[src/design/lrc_pkg.sv]
// ----------------------------------------------------------------------------
// Light reading conditioner package
// Shared types, codes and widths of the conditioner and its divider.
// ----------------------------------------------------------------------------
package lrc_pkg;

  localparam int unsigned LUX_W   = 16;
  localparam int unsigned CNT_W   = 16;
  localparam int unsigned PCT_W   = 7;
  localparam int unsigned ADJ_W   = 8;
  localparam int unsigned CFG_W   = 16;
  localparam int unsigned IDX_W   = 3;
  localparam int unsigned NUM_W   = 23;
  localparam int unsigned DEN_W   = 17;
  localparam int unsigned STEP_W  = 5;
  localparam int unsigned WIN_SIZE = 3;
  localparam int unsigned FILL_W  = 2;

  localparam int unsigned LUX_MUL   = 5;
  localparam int unsigned LUX_ADD   = 3;
  localparam int unsigned LUX_DIV   = 6;
  localparam int unsigned PCT_SCALE = 100;
  localparam int unsigned MODE_HIGH_LUX = 100;

  // (raw*5+3)/6 as (n * ceil(2^22/6)) >> 22, exact for every n below 2^19
  localparam int unsigned LUX_NUM_W  = 19;
  localparam int unsigned LUX_RECIP  = 699051;
  localparam int unsigned LUX_SHIFT  = 22;
  localparam int unsigned LUX_PROD_W = 39;

  typedef enum logic [1:0] {
    OP_SAMPLE   = 2'd0,
    OP_SET_MODE = 2'd1,
    OP_CLEAR    = 2'd2
  } op_e;

  typedef enum logic [1:0] {
    MODE_HIGH  = 2'd0,
    MODE_HIGH2 = 2'd1,
    MODE_LOW   = 2'd2
  } mode_e;

  typedef enum logic [1:0] {
    ST_OK        = 2'd0,
    ST_LINK_ERR  = 2'd1,
    ST_UNDERFLOW = 2'd2,
    ST_OVERFLOW  = 2'd3
  } status_e;

  typedef enum logic [2:0] {
    REG_FILTER_EN  = 3'd0,
    REG_AUTO_GAIN  = 3'd1,
    REG_MIN_LUX    = 3'd2,
    REG_OVF_THRESH = 3'd3,
    REG_DIM_THRESH = 3'd4,
    REG_BRT_THRESH = 3'd5,
    REG_ADJ_INTVL  = 3'd6
  } reg_idx_e;

  typedef enum logic [2:0] {
    S_IDLE,
    S_LUX_MUL,
    S_CHECK,
    S_GAIN,
    S_PCT_START,
    S_PCT_DIV,
    S_OUT
  } state_e;

  typedef struct packed {
    logic             start;
    logic [NUM_W-1:0] num;
    logic [DEN_W-1:0] den;
  } div_req_t;

  typedef struct packed {
    logic             done;
    logic [NUM_W-1:0] quot;
  } div_rsp_t;

endpackage

[src/design/lrc_in_if.sv]
// ----------------------------------------------------------------------------
// Light reading conditioner input channel
// Valid/ready channel carrying one command or sensor reading per item.
// ----------------------------------------------------------------------------
interface lrc_in_if;
  logic        valid;
  logic        ready;
  logic [1:0]  opcode;
  logic        link_ok;
  logic [15:0] raw_reading;
  logic [1:0]  new_mode;

  modport source (output valid, output opcode, output link_ok, output raw_reading,
                  output new_mode, input ready);
  modport sink (input valid, input opcode, input link_ok, input raw_reading,
                input new_mode, output ready);
endinterface

[src/design/lrc_out_if.sv]
// ----------------------------------------------------------------------------
// Light reading conditioner output channel
// Valid/ready channel carrying one result item per accepted input item.
// ----------------------------------------------------------------------------
interface lrc_out_if;
  logic        valid;
  logic        ready;
  logic [1:0]  status;
  logic [15:0] lux;
  logic [1:0]  mode;
  logic        saturated;
  logic [15:0] good_cnt;
  logic [15:0] fail_cnt;
  logic [15:0] sat_cnt;
  logic [6:0]  success_percent;

  modport source (output valid, output status, output lux, output mode, output saturated,
                  output good_cnt, output fail_cnt, output sat_cnt,
                  output success_percent, input ready);
  modport sink (input valid, input status, input lux, input mode, input saturated,
                input good_cnt, input fail_cnt, input sat_cnt,
                input success_percent, output ready);
endinterface

[src/design/lrc_div.sv]
// ----------------------------------------------------------------------------
// Light reading conditioner divider
// Radix-2 restoring divider, one quotient bit per cycle, used for the success
// percentage.
// ----------------------------------------------------------------------------
module lrc_div (
  input  logic              clk_i,
  input  logic              rst_ni,
  input  lrc_pkg::div_req_t req_i,
  output lrc_pkg::div_rsp_t rsp_o
);

  logic                         busy_q, busy_d;
  logic                         done_q, done_d;
  logic [lrc_pkg::STEP_W-1:0]   step_q, step_d;
  logic [lrc_pkg::NUM_W-1:0]    num_q, num_d;
  logic [lrc_pkg::DEN_W-1:0]    den_q, den_d;
  logic [lrc_pkg::DEN_W-1:0]    rem_q, rem_d;
  logic [lrc_pkg::DEN_W:0]      trial;
  logic                         fits;

  assign trial = {rem_q, num_q[lrc_pkg::NUM_W-1]};
  assign fits  = trial >= {1'b0, den_q};

  always_comb begin
    busy_d = busy_q;
    done_d = 1'b0;
    step_d = step_q;
    num_d  = num_q;
    den_d  = den_q;
    rem_d  = rem_q;
    if (req_i.start) begin
      busy_d = 1'b1;
      step_d = lrc_pkg::STEP_W'(lrc_pkg::NUM_W);
      num_d  = req_i.num;
      den_d  = req_i.den;
      rem_d  = '0;
    end else if (busy_q) begin
      num_d  = {num_q[lrc_pkg::NUM_W-2:0], fits};
      rem_d  = fits ? lrc_pkg::DEN_W'(trial - {1'b0, den_q}) : trial[lrc_pkg::DEN_W-1:0];
      step_d = step_q - lrc_pkg::STEP_W'(1);
      if (step_q == lrc_pkg::STEP_W'(1)) begin
        busy_d = 1'b0;
        done_d = 1'b1;
      end
    end
  end

  always_ff @(posedge clk_i or negedge rst_ni) begin
    if (!rst_ni) begin
      busy_q <= 1'b0;
      done_q <= 1'b0;
      step_q <= '0;
    end else begin
      busy_q <= busy_d;
      done_q <= done_d;
      step_q <= step_d;
    end
  end

  always_ff @(posedge clk_i) begin
    num_q <= num_d;
    den_q <= den_d;
    rem_q <= rem_d;
  end

  assign rsp_o.done = done_q;
  assign rsp_o.quot = num_q;

endmodule

[src/design/light_reading_conditioner_unit.sv]
// ----------------------------------------------------------------------------
// Light reading conditioner unit
// Converts raw light counts to lux, flags saturation, optionally median
// filters, switches resolution mode and keeps link statistics.
// ----------------------------------------------------------------------------
// One item at a time. A good sample passes S_LUX_MUL, S_CHECK, S_GAIN, S_PCT_START,
// S_PCT_DIV and S_OUT; an underflow or overflow skips S_GAIN and every other item
// goes straight to S_PCT_START. The input is ready again once the result is
// registered. The longest step is the 23-step radix-2 divider that
// forms the success percentage; the lux value (raw*5+3)/6 comes from a
// reciprocal multiplication whose product is registered in S_LUX_MUL. A
// finished result sits in an output register, so a new item is taken while
// the previous result still waits downstream; if that result is still held
// when the next one is finished, the unit stalls until it leaves.
// Configuration registers are written through cfg_we_i/cfg_idx_i/cfg_wdata_i;
// the user must do so only while the unit is idle, the unit does not enforce it.
module light_reading_conditioner_unit (
  input  logic        clk_i,
  input  logic        rst_ni,
  input  logic        cfg_we_i,
  input  logic [2:0]  cfg_idx_i,
  input  logic [15:0] cfg_wdata_i,
  lrc_in_if.sink      in_i,
  lrc_out_if.source   out_o
);

  lrc_pkg::state_e              state_q, state_d;
  lrc_pkg::div_req_t            div_req;
  lrc_pkg::div_rsp_t            div_rsp;

  logic                         filter_en_q, auto_gain_q;
  logic [lrc_pkg::LUX_W-1:0]    min_lux_q, ovf_thr_q, dim_thr_q, brt_thr_q;
  logic [lrc_pkg::ADJ_W-1:0]    adj_intvl_q;

  lrc_pkg::mode_e               mode_q;
  logic [lrc_pkg::ADJ_W-1:0]    adj_cnt_q;
  logic [lrc_pkg::CNT_W-1:0]    good_q, fail_q, sat_cnt_q;
  logic [lrc_pkg::LUX_W-1:0]    win_q [lrc_pkg::WIN_SIZE];
  logic [lrc_pkg::FILL_W-1:0]   fill_q;
  logic [lrc_pkg::LUX_W-1:0]    last_lux_q;
  logic                         last_sat_q;
  lrc_pkg::status_e             status_q;
  logic [lrc_pkg::LUX_W-1:0]    lux_q, filt_q;
  logic [lrc_pkg::PCT_W-1:0]    pct_q;
  logic [lrc_pkg::LUX_NUM_W-1:0] lux_num_q;

  logic                         out_valid_q;
  lrc_pkg::status_e             out_status_q;
  logic [lrc_pkg::LUX_W-1:0]    out_lux_q;
  lrc_pkg::mode_e               out_mode_q;
  logic                         out_sat_q;
  logic [lrc_pkg::CNT_W-1:0]    out_good_q, out_fail_q, out_satc_q;
  logic [lrc_pkg::PCT_W-1:0]    out_pct_q;

  logic                         in_acc;
  logic                         out_free;
  logic [lrc_pkg::DEN_W-1:0]    total;
  logic [lrc_pkg::FILL_W-1:0]   fill_nx;
  logic [lrc_pkg::LUX_W-1:0]    med_lo, med_hi, med_mid, med;
  logic [lrc_pkg::ADJ_W-1:0]    adj_inc;
  logic [lrc_pkg::LUX_PROD_W-1:0] lux_prod;

  assign in_acc   = in_i.valid && in_i.ready;
  assign out_free = !out_valid_q || out_o.ready;
  assign total    = lrc_pkg::DEN_W'(good_q) + lrc_pkg::DEN_W'(fail_q);
  assign fill_nx  = (fill_q == lrc_pkg::FILL_W'(lrc_pkg::WIN_SIZE)) ? fill_q
                                                                    : fill_q + lrc_pkg::FILL_W'(1);
  assign med_lo   = (lux_q < win_q[0]) ? lux_q : win_q[0];
  assign med_hi   = (lux_q < win_q[0]) ? win_q[0] : lux_q;
  assign med_mid  = (med_hi < win_q[1]) ? med_hi : win_q[1];
  assign med      = (med_lo > med_mid) ? med_lo : med_mid;
  assign adj_inc  = adj_cnt_q + lrc_pkg::ADJ_W'(1);
  assign lux_prod = lrc_pkg::LUX_PROD_W'(lux_num_q) * lrc_pkg::LUX_PROD_W'(lrc_pkg::LUX_RECIP);

  always_comb begin
    state_d     = state_q;
    in_i.ready  = 1'b0;
    div_req     = '0;
    unique case (state_q)
      lrc_pkg::S_IDLE: begin
        in_i.ready = 1'b1;
        if (in_acc) begin
          if (in_i.opcode == lrc_pkg::OP_SAMPLE && in_i.link_ok) begin
            state_d = lrc_pkg::S_LUX_MUL;
          end else begin
            state_d = lrc_pkg::S_PCT_START;
          end
        end
      end
      lrc_pkg::S_LUX_MUL: begin
        state_d = lrc_pkg::S_CHECK;
      end
      lrc_pkg::S_CHECK: begin
        if (lux_q < min_lux_q || lux_q > ovf_thr_q) state_d = lrc_pkg::S_PCT_START;
        else state_d = lrc_pkg::S_GAIN;
      end
      lrc_pkg::S_GAIN: begin
        state_d = lrc_pkg::S_PCT_START;
      end
      lrc_pkg::S_PCT_START: begin
        div_req.start = 1'b1;
        div_req.num   = lrc_pkg::NUM_W'(good_q) * lrc_pkg::NUM_W'(lrc_pkg::PCT_SCALE);
        div_req.den   = total;
        state_d       = lrc_pkg::S_PCT_DIV;
      end
      lrc_pkg::S_PCT_DIV: begin
        if (div_rsp.done) state_d = lrc_pkg::S_OUT;
      end
      lrc_pkg::S_OUT: begin
        if (out_free) state_d = lrc_pkg::S_IDLE;
      end
      default: state_d = lrc_pkg::S_IDLE;
    endcase
  end

  always_ff @(posedge clk_i or negedge rst_ni) begin
    if (!rst_ni) begin
      state_q <= lrc_pkg::S_IDLE;
    end else begin
      state_q <= state_d;
    end
  end

  always_ff @(posedge clk_i or negedge rst_ni) begin
    if (!rst_ni) begin
      filter_en_q <= 1'b0;
      auto_gain_q <= 1'b0;
      min_lux_q   <= lrc_pkg::LUX_W'(5);
      ovf_thr_q   <= lrc_pkg::LUX_W'(50000);
      dim_thr_q   <= lrc_pkg::LUX_W'(10);
      brt_thr_q   <= lrc_pkg::LUX_W'(10000);
      adj_intvl_q <= lrc_pkg::ADJ_W'(20);
    end else if (cfg_we_i) begin
      unique case (cfg_idx_i)
        lrc_pkg::REG_FILTER_EN:  filter_en_q <= cfg_wdata_i[0];
        lrc_pkg::REG_AUTO_GAIN:  auto_gain_q <= cfg_wdata_i[0];
        lrc_pkg::REG_MIN_LUX:    min_lux_q   <= cfg_wdata_i;
        lrc_pkg::REG_OVF_THRESH: ovf_thr_q   <= cfg_wdata_i;
        lrc_pkg::REG_DIM_THRESH: dim_thr_q   <= cfg_wdata_i;
        lrc_pkg::REG_BRT_THRESH: brt_thr_q   <= cfg_wdata_i;
        lrc_pkg::REG_ADJ_INTVL:  adj_intvl_q <= cfg_wdata_i[lrc_pkg::ADJ_W-1:0];
        default: ;
      endcase
    end
  end

  always_ff @(posedge clk_i or negedge rst_ni) begin
    if (!rst_ni) begin
      mode_q     <= lrc_pkg::MODE_HIGH;
      adj_cnt_q  <= '0;
      good_q     <= '0;
      fail_q     <= '0;
      sat_cnt_q  <= '0;
      for (int i = 0; i < lrc_pkg::WIN_SIZE; i++) win_q[i] <= '0;
      fill_q     <= '0;
      last_lux_q <= '0;
      last_sat_q <= 1'b0;
      status_q   <= lrc_pkg::ST_OK;
    end else begin
      unique case (state_q)
        lrc_pkg::S_IDLE: begin
          if (in_acc) begin
            unique case (in_i.opcode)
              lrc_pkg::OP_SAMPLE: begin
                if (!in_i.link_ok) begin
                  fail_q   <= fail_q + lrc_pkg::CNT_W'(1);
                  status_q <= lrc_pkg::ST_LINK_ERR;
                end else begin
                  status_q <= lrc_pkg::ST_OK;
                end
              end
              lrc_pkg::OP_SET_MODE: begin
                if (!in_i.link_ok) begin
                  status_q <= lrc_pkg::ST_LINK_ERR;
                end else begin
                  status_q <= lrc_pkg::ST_OK;
                  if (in_i.new_mode == lrc_pkg::MODE_HIGH ||
                      in_i.new_mode == lrc_pkg::MODE_HIGH2 ||
                      in_i.new_mode == lrc_pkg::MODE_LOW) begin
                    mode_q <= lrc_pkg::mode_e'(in_i.new_mode);
                  end
                end
              end
              lrc_pkg::OP_CLEAR: begin
                status_q  <= lrc_pkg::ST_OK;
                good_q    <= '0;
                fail_q    <= '0;
                sat_cnt_q <= '0;
                adj_cnt_q <= '0;
                if (filter_en_q) begin
                  for (int i = 0; i < lrc_pkg::WIN_SIZE; i++) win_q[i] <= '0;
                  fill_q <= '0;
                end
              end
              default: status_q <= lrc_pkg::ST_OK;
            endcase
          end
        end
        lrc_pkg::S_CHECK: begin
          if (lux_q < min_lux_q) begin
            last_lux_q <= '0;
            last_sat_q <= 1'b1;
            sat_cnt_q  <= sat_cnt_q + lrc_pkg::CNT_W'(1);
            status_q   <= lrc_pkg::ST_UNDERFLOW;
          end else if (lux_q > ovf_thr_q) begin
            last_lux_q <= lux_q;
            last_sat_q <= 1'b1;
            sat_cnt_q  <= sat_cnt_q + lrc_pkg::CNT_W'(1);
            status_q   <= lrc_pkg::ST_OVERFLOW;
          end else begin
            last_sat_q <= 1'b0;
            if (filter_en_q) begin
              for (int i = lrc_pkg::WIN_SIZE - 1; i > 0; i--) win_q[i] <= win_q[i-1];
              win_q[0] <= lux_q;
              fill_q   <= fill_nx;
            end
          end
        end
        lrc_pkg::S_GAIN: begin
          if (auto_gain_q) begin
            if (adj_inc < adj_intvl_q) begin
              adj_cnt_q <= adj_inc;
            end else begin
              adj_cnt_q <= '0;
              priority if (filt_q < dim_thr_q && mode_q != lrc_pkg::MODE_HIGH2) begin
                mode_q <= lrc_pkg::MODE_HIGH2;
              end else if (filt_q > brt_thr_q && mode_q != lrc_pkg::MODE_LOW) begin
                mode_q <= lrc_pkg::MODE_LOW;
              end else if (filt_q > lrc_pkg::LUX_W'(lrc_pkg::MODE_HIGH_LUX) &&
                           filt_q < brt_thr_q && mode_q != lrc_pkg::MODE_HIGH) begin
                mode_q <= lrc_pkg::MODE_HIGH;
              end else begin
                mode_q <= mode_q;
              end
            end
          end
          last_lux_q <= filt_q;
          good_q     <= good_q + lrc_pkg::CNT_W'(1);
        end
        default: ;
      endcase
    end
  end

  always_ff @(posedge clk_i) begin
    if (state_q == lrc_pkg::S_IDLE && in_acc) begin
      lux_num_q <= lrc_pkg::LUX_NUM_W'(in_i.raw_reading) * lrc_pkg::LUX_NUM_W'(lrc_pkg::LUX_MUL)
                 + lrc_pkg::LUX_NUM_W'(lrc_pkg::LUX_ADD);
    end
    if (state_q == lrc_pkg::S_LUX_MUL) begin
      lux_q <= lux_prod[lrc_pkg::LUX_SHIFT +: lrc_pkg::LUX_W];
    end
    if (state_q == lrc_pkg::S_CHECK) begin
      filt_q <= (filter_en_q && fill_nx == lrc_pkg::FILL_W'(lrc_pkg::WIN_SIZE)) ? med : lux_q;
    end
    if (state_q == lrc_pkg::S_PCT_DIV && div_rsp.done) begin
      pct_q <= (total == '0) ? '0 : div_rsp.quot[lrc_pkg::PCT_W-1:0];
    end
  end

  always_ff @(posedge clk_i or negedge rst_ni) begin
    if (!rst_ni) begin
      out_valid_q <= 1'b0;
    end else if (state_q == lrc_pkg::S_OUT && out_free) begin
      out_valid_q <= 1'b1;
    end else if (out_o.ready) begin
      out_valid_q <= 1'b0;
    end
  end

  always_ff @(posedge clk_i) begin
    if (state_q == lrc_pkg::S_OUT && out_free) begin
      out_status_q <= status_q;
      out_lux_q    <= last_lux_q;
      out_mode_q   <= mode_q;
      out_sat_q    <= last_sat_q;
      out_good_q   <= good_q;
      out_fail_q   <= fail_q;
      out_satc_q   <= sat_cnt_q;
      out_pct_q    <= pct_q;
    end
  end

  assign out_o.valid           = out_valid_q;
  assign out_o.status          = out_status_q;
  assign out_o.lux             = out_lux_q;
  assign out_o.mode            = out_mode_q;
  assign out_o.saturated       = out_sat_q;
  assign out_o.good_cnt        = out_good_q;
  assign out_o.fail_cnt        = out_fail_q;
  assign out_o.sat_cnt         = out_satc_q;
  assign out_o.success_percent = out_pct_q;

  lrc_div u_div (
    .clk_i  (clk_i),
    .rst_ni (rst_ni),
    .req_i  (div_req),
    .rsp_o  (div_rsp)
  );

endmodule

[src/flat_wrapper.sv]
// flat-port wrapper written by rule: the top's interface ports become plain ports
module light_reading_conditioner_unit_flat 
  (clk_i, rst_ni, cfg_we_i, cfg_idx_i, cfg_wdata_i, in_i_valid, in_i_opcode, in_i_link_ok, in_i_raw_reading, in_i_new_mode, in_i_ready, out_o_valid, out_o_status, out_o_lux, out_o_mode, out_o_saturated, out_o_good_cnt, out_o_fail_cnt, out_o_sat_cnt, out_o_success_percent, out_o_ready);
  lrc_in_if in_i_i ();
  lrc_out_if out_o_i ();
  input  logic clk_i;
  input  logic rst_ni;
  input  logic cfg_we_i;
  input  logic [2:0] cfg_idx_i;
  input  logic [15:0] cfg_wdata_i;
  input wire logic [$bits(in_i_i.valid)-1:0] in_i_valid;
  input wire logic [$bits(in_i_i.opcode)-1:0] in_i_opcode;
  input wire logic [$bits(in_i_i.link_ok)-1:0] in_i_link_ok;
  input wire logic [$bits(in_i_i.raw_reading)-1:0] in_i_raw_reading;
  input wire logic [$bits(in_i_i.new_mode)-1:0] in_i_new_mode;
  output wire logic [$bits(in_i_i.ready)-1:0] in_i_ready;
  output wire logic [$bits(out_o_i.valid)-1:0] out_o_valid;
  output wire logic [$bits(out_o_i.status)-1:0] out_o_status;
  output wire logic [$bits(out_o_i.lux)-1:0] out_o_lux;
  output wire logic [$bits(out_o_i.mode)-1:0] out_o_mode;
  output wire logic [$bits(out_o_i.saturated)-1:0] out_o_saturated;
  output wire logic [$bits(out_o_i.good_cnt)-1:0] out_o_good_cnt;
  output wire logic [$bits(out_o_i.fail_cnt)-1:0] out_o_fail_cnt;
  output wire logic [$bits(out_o_i.sat_cnt)-1:0] out_o_sat_cnt;
  output wire logic [$bits(out_o_i.success_percent)-1:0] out_o_success_percent;
  input wire logic [$bits(out_o_i.ready)-1:0] out_o_ready;
  assign in_i_i.valid = in_i_valid;
  assign in_i_i.opcode = in_i_opcode;
  assign in_i_i.link_ok = in_i_link_ok;
  assign in_i_i.raw_reading = in_i_raw_reading;
  assign in_i_i.new_mode = in_i_new_mode;
  assign in_i_ready = in_i_i.ready;
  assign out_o_valid = out_o_i.valid;
  assign out_o_status = out_o_i.status;
  assign out_o_lux = out_o_i.lux;
  assign out_o_mode = out_o_i.mode;
  assign out_o_saturated = out_o_i.saturated;
  assign out_o_good_cnt = out_o_i.good_cnt;
  assign out_o_fail_cnt = out_o_i.fail_cnt;
  assign out_o_sat_cnt = out_o_i.sat_cnt;
  assign out_o_success_percent = out_o_i.success_percent;
  assign out_o_i.ready = out_o_ready;
  light_reading_conditioner_unit u_core (.clk_i(clk_i), .rst_ni(rst_ni), .cfg_we_i(cfg_we_i), .cfg_idx_i(cfg_idx_i), .cfg_wdata_i(cfg_wdata_i), .in_i(in_i_i), .out_o(out_o_i));
endmodule
[config.mk]
export PLATFORM = sky130hd
export DESIGN_NAME = light_reading_conditioner_unit_flat
export DESIGN_NICKNAME = d
export VERILOG_FILES = /design/src/design/lrc_pkg.sv /design/src/design/lrc_in_if.sv /design/src/design/lrc_out_if.sv /design/src/design/lrc_div.sv /design/src/design/light_reading_conditioner_unit.sv /design/src/flat_wrapper.sv
export SDC_FILE = /design/constraint.sdc
export NUM_CORES = 1
export LEC_CHECK = 0
export BUFFER_PORTS_ARGS = -buffer_cell sky130_fd_sc_hd__buf_4
export CAP_MARGIN = 40
export CORE_UTILIZATION = 57
export DETAILED_ROUTE_END_ITERATION = 6
export GPL_ROUTABILITY_DRIVEN = 0
export PLACE_DENSITY = 0.78
export REMOVE_ABC_BUFFERS = 1
export SYNTH_ARGS = -nofsm -noshare
export SYNTH_HDL_FRONTEND = slang
export SYNTH_HIERARCHICAL = 1
export SYNTH_SLANG_ARGS = --single-unit
export TNS_END_PERCENT = 1
[constraint.sdc]
create_clock -name clk_i -period 6.9 [get_ports clk_i]
set_input_delay 1.725 -clock clk_i [delete_from_list [all_inputs] [get_ports clk_i]]
set_output_delay 1.725 -clock clk_i [all_outputs]
set_load 0.01 [all_outputs]
# After elaboration in Yosys (flattened, before gate mapping)
# Index checks and enable logic that the tools add are counted.
[word_totals] inputBits=45 register_bits=387 word_cells=217 out_inout_bits=78
[op_classes] eq_ne=37 reduce_logical=44 mul=3 muxes=75 n_lt_le_gt_ge=11 add_sub_neg=9
[op_table] operator="$mux W48" count=6
[op_table] operator="$mux W16" count=12
[op_table] operator="$pmux W16 S2" count=4
[op_table] operator="$pmux W48 S2" count=1
[op_table] operator="$lt A16 B16 Y1" count=5
[op_table] operator="$add A16 B1 Y16 const B" count=3
[op_table] operator="$gt A16 B16 Y1" count=3
[op_table] operator="$mux W23" count=2
[op_table] operator="$mux W41" count=1
[op_table] operator="$mux W2" count=20
[op_table] operator="$mul A19 B20 Y38 const B" count=1
[op_table] operator="$mux W8" count=4
[op_table] operator="$mul A16 B5 Y21 const B" count=1
[op_table] operator="$pmux W3 S7" count=1
[op_table] operator="$add A19 B2 Y19 const B" count=1
[op_table] operator="$mul A16 B3 Y19 const B" count=1
[op_table] operator="$eq A3 B3 Y1 const B" count=6
[op_table] operator="$ge A18 B17 Y1" count=1
[op_table] operator="$ne A2 B2 Y1 const B" count=9
[op_table] operator="$add A16 B16 Y17" count=1
[op_table] operator="$logic_not A17 Y1" count=1
[op_table] operator="$mux W17" count=1
[op_table] operator="$sub A17 B17 Y17" count=1
[op_table] operator="$gt A16 B7 Y1 const B" count=1
[op_table] operator="29 further kinds" count=92

# Depth between registers and ports, before layout
[logic_depth] depth_word=9 depth_mapped=30 depth_no_buf=27

# Modules after synthesis
# The synthesis kept the hierarchy.
[by_module_without_submodules] module="light_reading_conditioner_unit" instances=1 seq_area_each_um2=8774.7 area_each_um2=24149.4 cells_each=2294
[by_module_without_submodules] module="lrc_div" instances=1 seq_area_each_um2=1716.6 area_each_um2=3483.3 cells_each=316

# Least setup slack after synthesis
# Ideal clock, no wire load.
[synth_timing] kind="input port to flip-flop" start="input out_o_ready" end="register u_core.out_fail_q, in the netlist u_core/out_o.fail_cnt[0], enable pin" arrival_ps=7392 required_time_ps=6281 path_buffers=0 setup_time_ps=619 slack_ps=-1111 cell_stages=2 cell_sequence="nand2b_1 nor3b_1"
[synth_between] elab_chain_len=2
[synth_lines] element="start: declaration" line="flat_wrapper.sv:26" text="input wire logic [$bits(out_o_i.ready)-1:0] out_o_ready;"
[synth_lines] element="$logic_or A1 B1 Y1" line="light_reading_conditioner_unit.sv:64" text="assign out_free = !out_valid_q || out_o.ready;"
[synth_lines] element="$logic_and A1 B1 Y1" line="light_reading_conditioner_unit.sv:272" text="if (state_q == lrc_pkg::S_OUT && out_free) begin"
[synth_lines] element="end signal: assignment" line="light_reading_conditioner_unit.sv:278" text="out_fail_q <= fail_q;"
[synth_lines] element="end: declaration" line="light_reading_conditioner_unit.sv:52" text="logic [lrc_pkg::CNT_W-1:0] out_good_q, out_fail_q, out_satc_q;"
# Every way passes these cells.
# A chain may end at the register's enable or synchronous reset.

# Worst setup path in the final report
[layout_timing] start="register u_core/lux_num_q[4] (netlist name)" end="register u_core/lux_q[15] (netlist name) (data pin)"
[layout_between] elab_chain_len=1
[layout_lines] element="start: declaration" line="light_reading_conditioner_unit.sv:45" text="logic [lrc_pkg::LUX_NUM_W-1:0] lux_num_q;"
[layout_lines] element="start signal: assignment" line="light_reading_conditioner_unit.sv:247" text="lux_num_q <= lrc_pkg::LUX_NUM_W'(in_i.raw_reading) * lrc_pkg::LUX_NUM_W'(lrc_pkg::LUX_MUL)"
[layout_lines] element="$mul A19 B20 Y38" line="light_reading_conditioner_unit.sv:73" text="assign lux_prod = lrc_pkg::LUX_PROD_W'(lux_num_q) * lrc_pkg::LUX_PROD_W'(lrc_pkg::LUX_RECIP);"
[layout_lines] element="net u_core.lux_prod, one bit" line="light_reading_conditioner_unit.sv:61" text="logic [lrc_pkg::LUX_PROD_W-1:0] lux_prod;"
[layout_lines] element="end signal: assignment" line="light_reading_conditioner_unit.sv:251" text="lux_q <= lux_prod[lrc_pkg::LUX_SHIFT +: lrc_pkg::LUX_W];"
[layout_lines] element="end: declaration" line="light_reading_conditioner_unit.sv:43" text="logic [lrc_pkg::LUX_W-1:0] lux_q, filt_q;"
# The timed path passes the listed nets, and every way through them passes these cells.

==> qor.csv <==
stage;metric;value;unit
run_status;status;finished clean;
timing;RSZ-0062 raised after global routing;true;
layout;ANT cells;0;
detailed_routing;Total Wirelength;64200;µm
detailed_routing;initial drt markers;1449;
critical_path;worst-path cell chain;ha_1, fa_1, inv_1, fa_1, inv_1, fa_1, inv_1, fa_1, inv_1, fa_1, ha_1, a2111oi_2, o21ai_1, a211oi_2, a21oi_2, o211ai_2, o21ai_1, o31a_1, and4_1, or3_1;
critical_path;Startpoint Class;flop;
run;max-cap violations;0;
detailed_routing;WL per Instance;18.86;µm
timing;final period utilization;96.00;%
layout;area occupied by multi-input gates;15560;µm²
logic_synthesis;EDFF count, synth;174;
floorplanning;core area;47750;µm²
grt;initial antenna violation count;0;
clock_tree;root buffer cell;clkbuf_16;
logic_synthesis;Synth top area share;18.91;%
timing;slew margin rel.;44.65;%
critical_path;maximum fanout along the worst path;5;
detailed_routing;drt pass-1 iters;5;
layout;register area;10490;µm²
layout;commonest non-fill, non-tap cell in the layout;ha_1;
critical_path;crit path capture type;flop;
clock_tree;CTS sink cnt;387;
placed_design;Final HPWL DP;48790;µm
timing;Worst Skew;0.01336;ns
logic_synthesis;Main synth FF type;dfrtp_1;
grt;grt ovf;0;
clock_tree;Clock transition at path regs;0.06;ns
detailed_routing;Final ANT Viol Nets;0;
timing;Final Hold Viols;0;
logic_synthesis;Yosys cell types;87;
critical_path;CP max stage cell;fa_1;
timing;final hold slack;0.4218;ns
timing;post-layout minimum cycle time;6.624;ns
layout;Final Non-Filler Cells;3404;
worst_hold_path;Hold Path Class;reg -> reg;
timing;Fin Setup TNS;0;ns
detailed_routing;vias;20210;
critical_path;largest stage delay on the critical path;0.59;ns
clock_tree;Clk Latency, worst-skew pair;0.57;ns
logic_synthesis;Syn Area/Cell;10.59;µm²
grt;largest net degree at the start of global routing;95;
placed_design;placed cell area;29470;µm²
detailed_routing;Vias/cell;5.936;
timing;Slew @ Worst Pin;0.8302;ns
logic_synthesis;mapped cell area;27630;µm²
clock_tree;Hold-fix buffers, CTS;0;
layout;Layout Nets;3293;
layout;Area Growth Syn to Fin;12.41;%
grt;GR Util All Layers;26.28;%
placed_design;placed insts;3322;
floorplanning;chip height;222.2;µm
layout;post-layout instance area;31060;µm²
critical_path;CP Class;reg -> reg;
clock_tree;H-tree depth;2;
layout;commonest cells after routing, fill and taps aside;ha_1 (377), inv_1 (360), dfrtp_1 (179);
logic_synthesis;Syn Inst Count;2610;
logic_synthesis;ys async rst share;50.65;%
grt;first-pass GRT wire length;104700;µm
layout;fillers;3568;
critical_path;Worst path most repeated cell;fa_1;
clock_tree;CTS tree;built;
critical_path;Worst Path Arrival;6.93;ns
floorplanning;die area;49360;µm²
floorplanning;Row Count;80;
timing;final setup vio count;0;
logic_synthesis;Synth area leader;edfxtp_1;
logic_synthesis;#FFs+latches synth;387;
placed_design;Port-buffer cells;122;
floorplanning;Die Wd;222.2;µm
logic_synthesis;sequential share of the synthesized area;37.97;%
logic_synthesis;top post-synthesis cells by area;edfxtp_1 (19%), ha_1 (17%), dfrtp_1 (16%);
detailed_routing;drt drc;0;
grt;vias in the first global route;20860;
floorplanning;IO Count;123;
layout;share of layout cells above drive strength 1;13.55;%
timing;Slew Limit Fails;0;
timing;fmax;151.0;MHz
floorplanning;starting density of the core;57.87;%
clock_tree;clock buffer count from CTS;43;
logic_synthesis;synth warn;6;
critical_path;WP data required;7.21;ns
clock_tree;CTS max path bufs;3;
==> worst paths after layout <==
check / startpoint / end / slack, ns / cells past startpoint
hold / removal: u_core/pct_q[5] / u_core/out_o.success_percent[5] / 0.42 / 0
min in group asynchronous: rst_ni / u_core/adj_cnt_q[2] / 1.20 / 1
hold reg to reg: u_core/pct_q[5] / u_core/out_o.success_percent[5] / 0.42 / 0
setup / recovery: u_core/lux_num_q[4] / u_core/lux_q[15] / 0.28 / 20
max in group asynchronous: rst_ni / u_core/win_q[27] / 4.34 / 2
setup reg to reg: u_core/lux_num_q[4] / u_core/lux_q[15] / 0.28 / 20
==> critical path: cells and delay by family (launching register included) <==
family | cells | cell delay [ns]
adder cells (fa/ha/maj) | 7 | 3.44
AO/OA/AOI/OAI | 7 | 1.59
AND/OR/NAND/NOR | 2 | 0.56
flip-flops | 1 | 0.42
buffers and inverters | 4 | 0.35
==> state kept, by name, indices dropped and copies added, names as in the netlist, 17 cells and up <==
name and flops:
u_core/u_div/rem_q 17, u_core/win_q 32, u_core/u_div/num_q 23, u_core/u_div/den_q 17, u_core/lux_num_q 19
==> routing by layer <==
metal | share of wire [%] | vias up | track usage (%)
li1 | - | 9510 | -
met1 | 43 | 9932 | 33.69
met2 | 49 | 612 | 45.44
met3 | 5.3 | 151 | 3.875
met4 | 3.0 | 0 | 8.938
met5 | 0 | - | 0
==> Yosys cell counts, drive strengths merged, types with 10 or more instances <==
master,number
dfxtp,17
o21a,25
a32oi,17
xor2,52
dfstp,17
nand2b,28
edfxtp,174
o211ai,14
nand4,21
a21o,53
buf,21
inv,362
and4,13
or3,11
a2bb2oi,16
xnor2,54
mux2i,14
dfrtp,179
a21oi,99
nor3,33
nand3,67
mux2,102
a22o,33
nor2b,16
ha,377
clkbuf,46
and3,24
nor2,130
o31ai,17
or4,10
o21ai,132
a211oi,24
and2,15
fa,116
nand2,172
==> logic make-up after synthesis <==
logic type / synth area share [%]
DFF: 37.97
xor gates and xnor gates: 3.360
other: 0.01357
adders and majority gates: 25.47
muxes: 4.677
buffers and inverters: 5.936
AOI/OAI and AO/OA: 12.44
and+or+nand+nor: 10.13
==> per-stage QoR <==
stage          util, %  setup slack, ns
3_5_place_dp     61.73           0.2190
3_3_place_gp     61.47           0.3607
5_1_grt          65.05         -0.02577
2_1_floorplan        -           -1.111
6_report         65.05           0.2759
4_1_cts          64.94           0.1779
==> final cells by class <==
cell class | instances | area share [%]
repair buffers | 166 | 4.354
clock inverters | 24 | 0.9909
clock buffers | 55 | 3.944
inverters | 362 | 4.375
multi-input cells | 1795 | 50.08
flip-flops and latches | 387 | 33.78
well taps | 615 | 2.477
==> timing repair <==
action                                  4_1_cts  5_1_grt
buffers inserted                              0        2
hold endpoints to repair                      0        0
resized for setup                             0        8
endpoints found under the setup margin        0       17
Power is not shown: default switching activity piles up to over one toggle a cycle in this logic, so the estimate is an artifact.
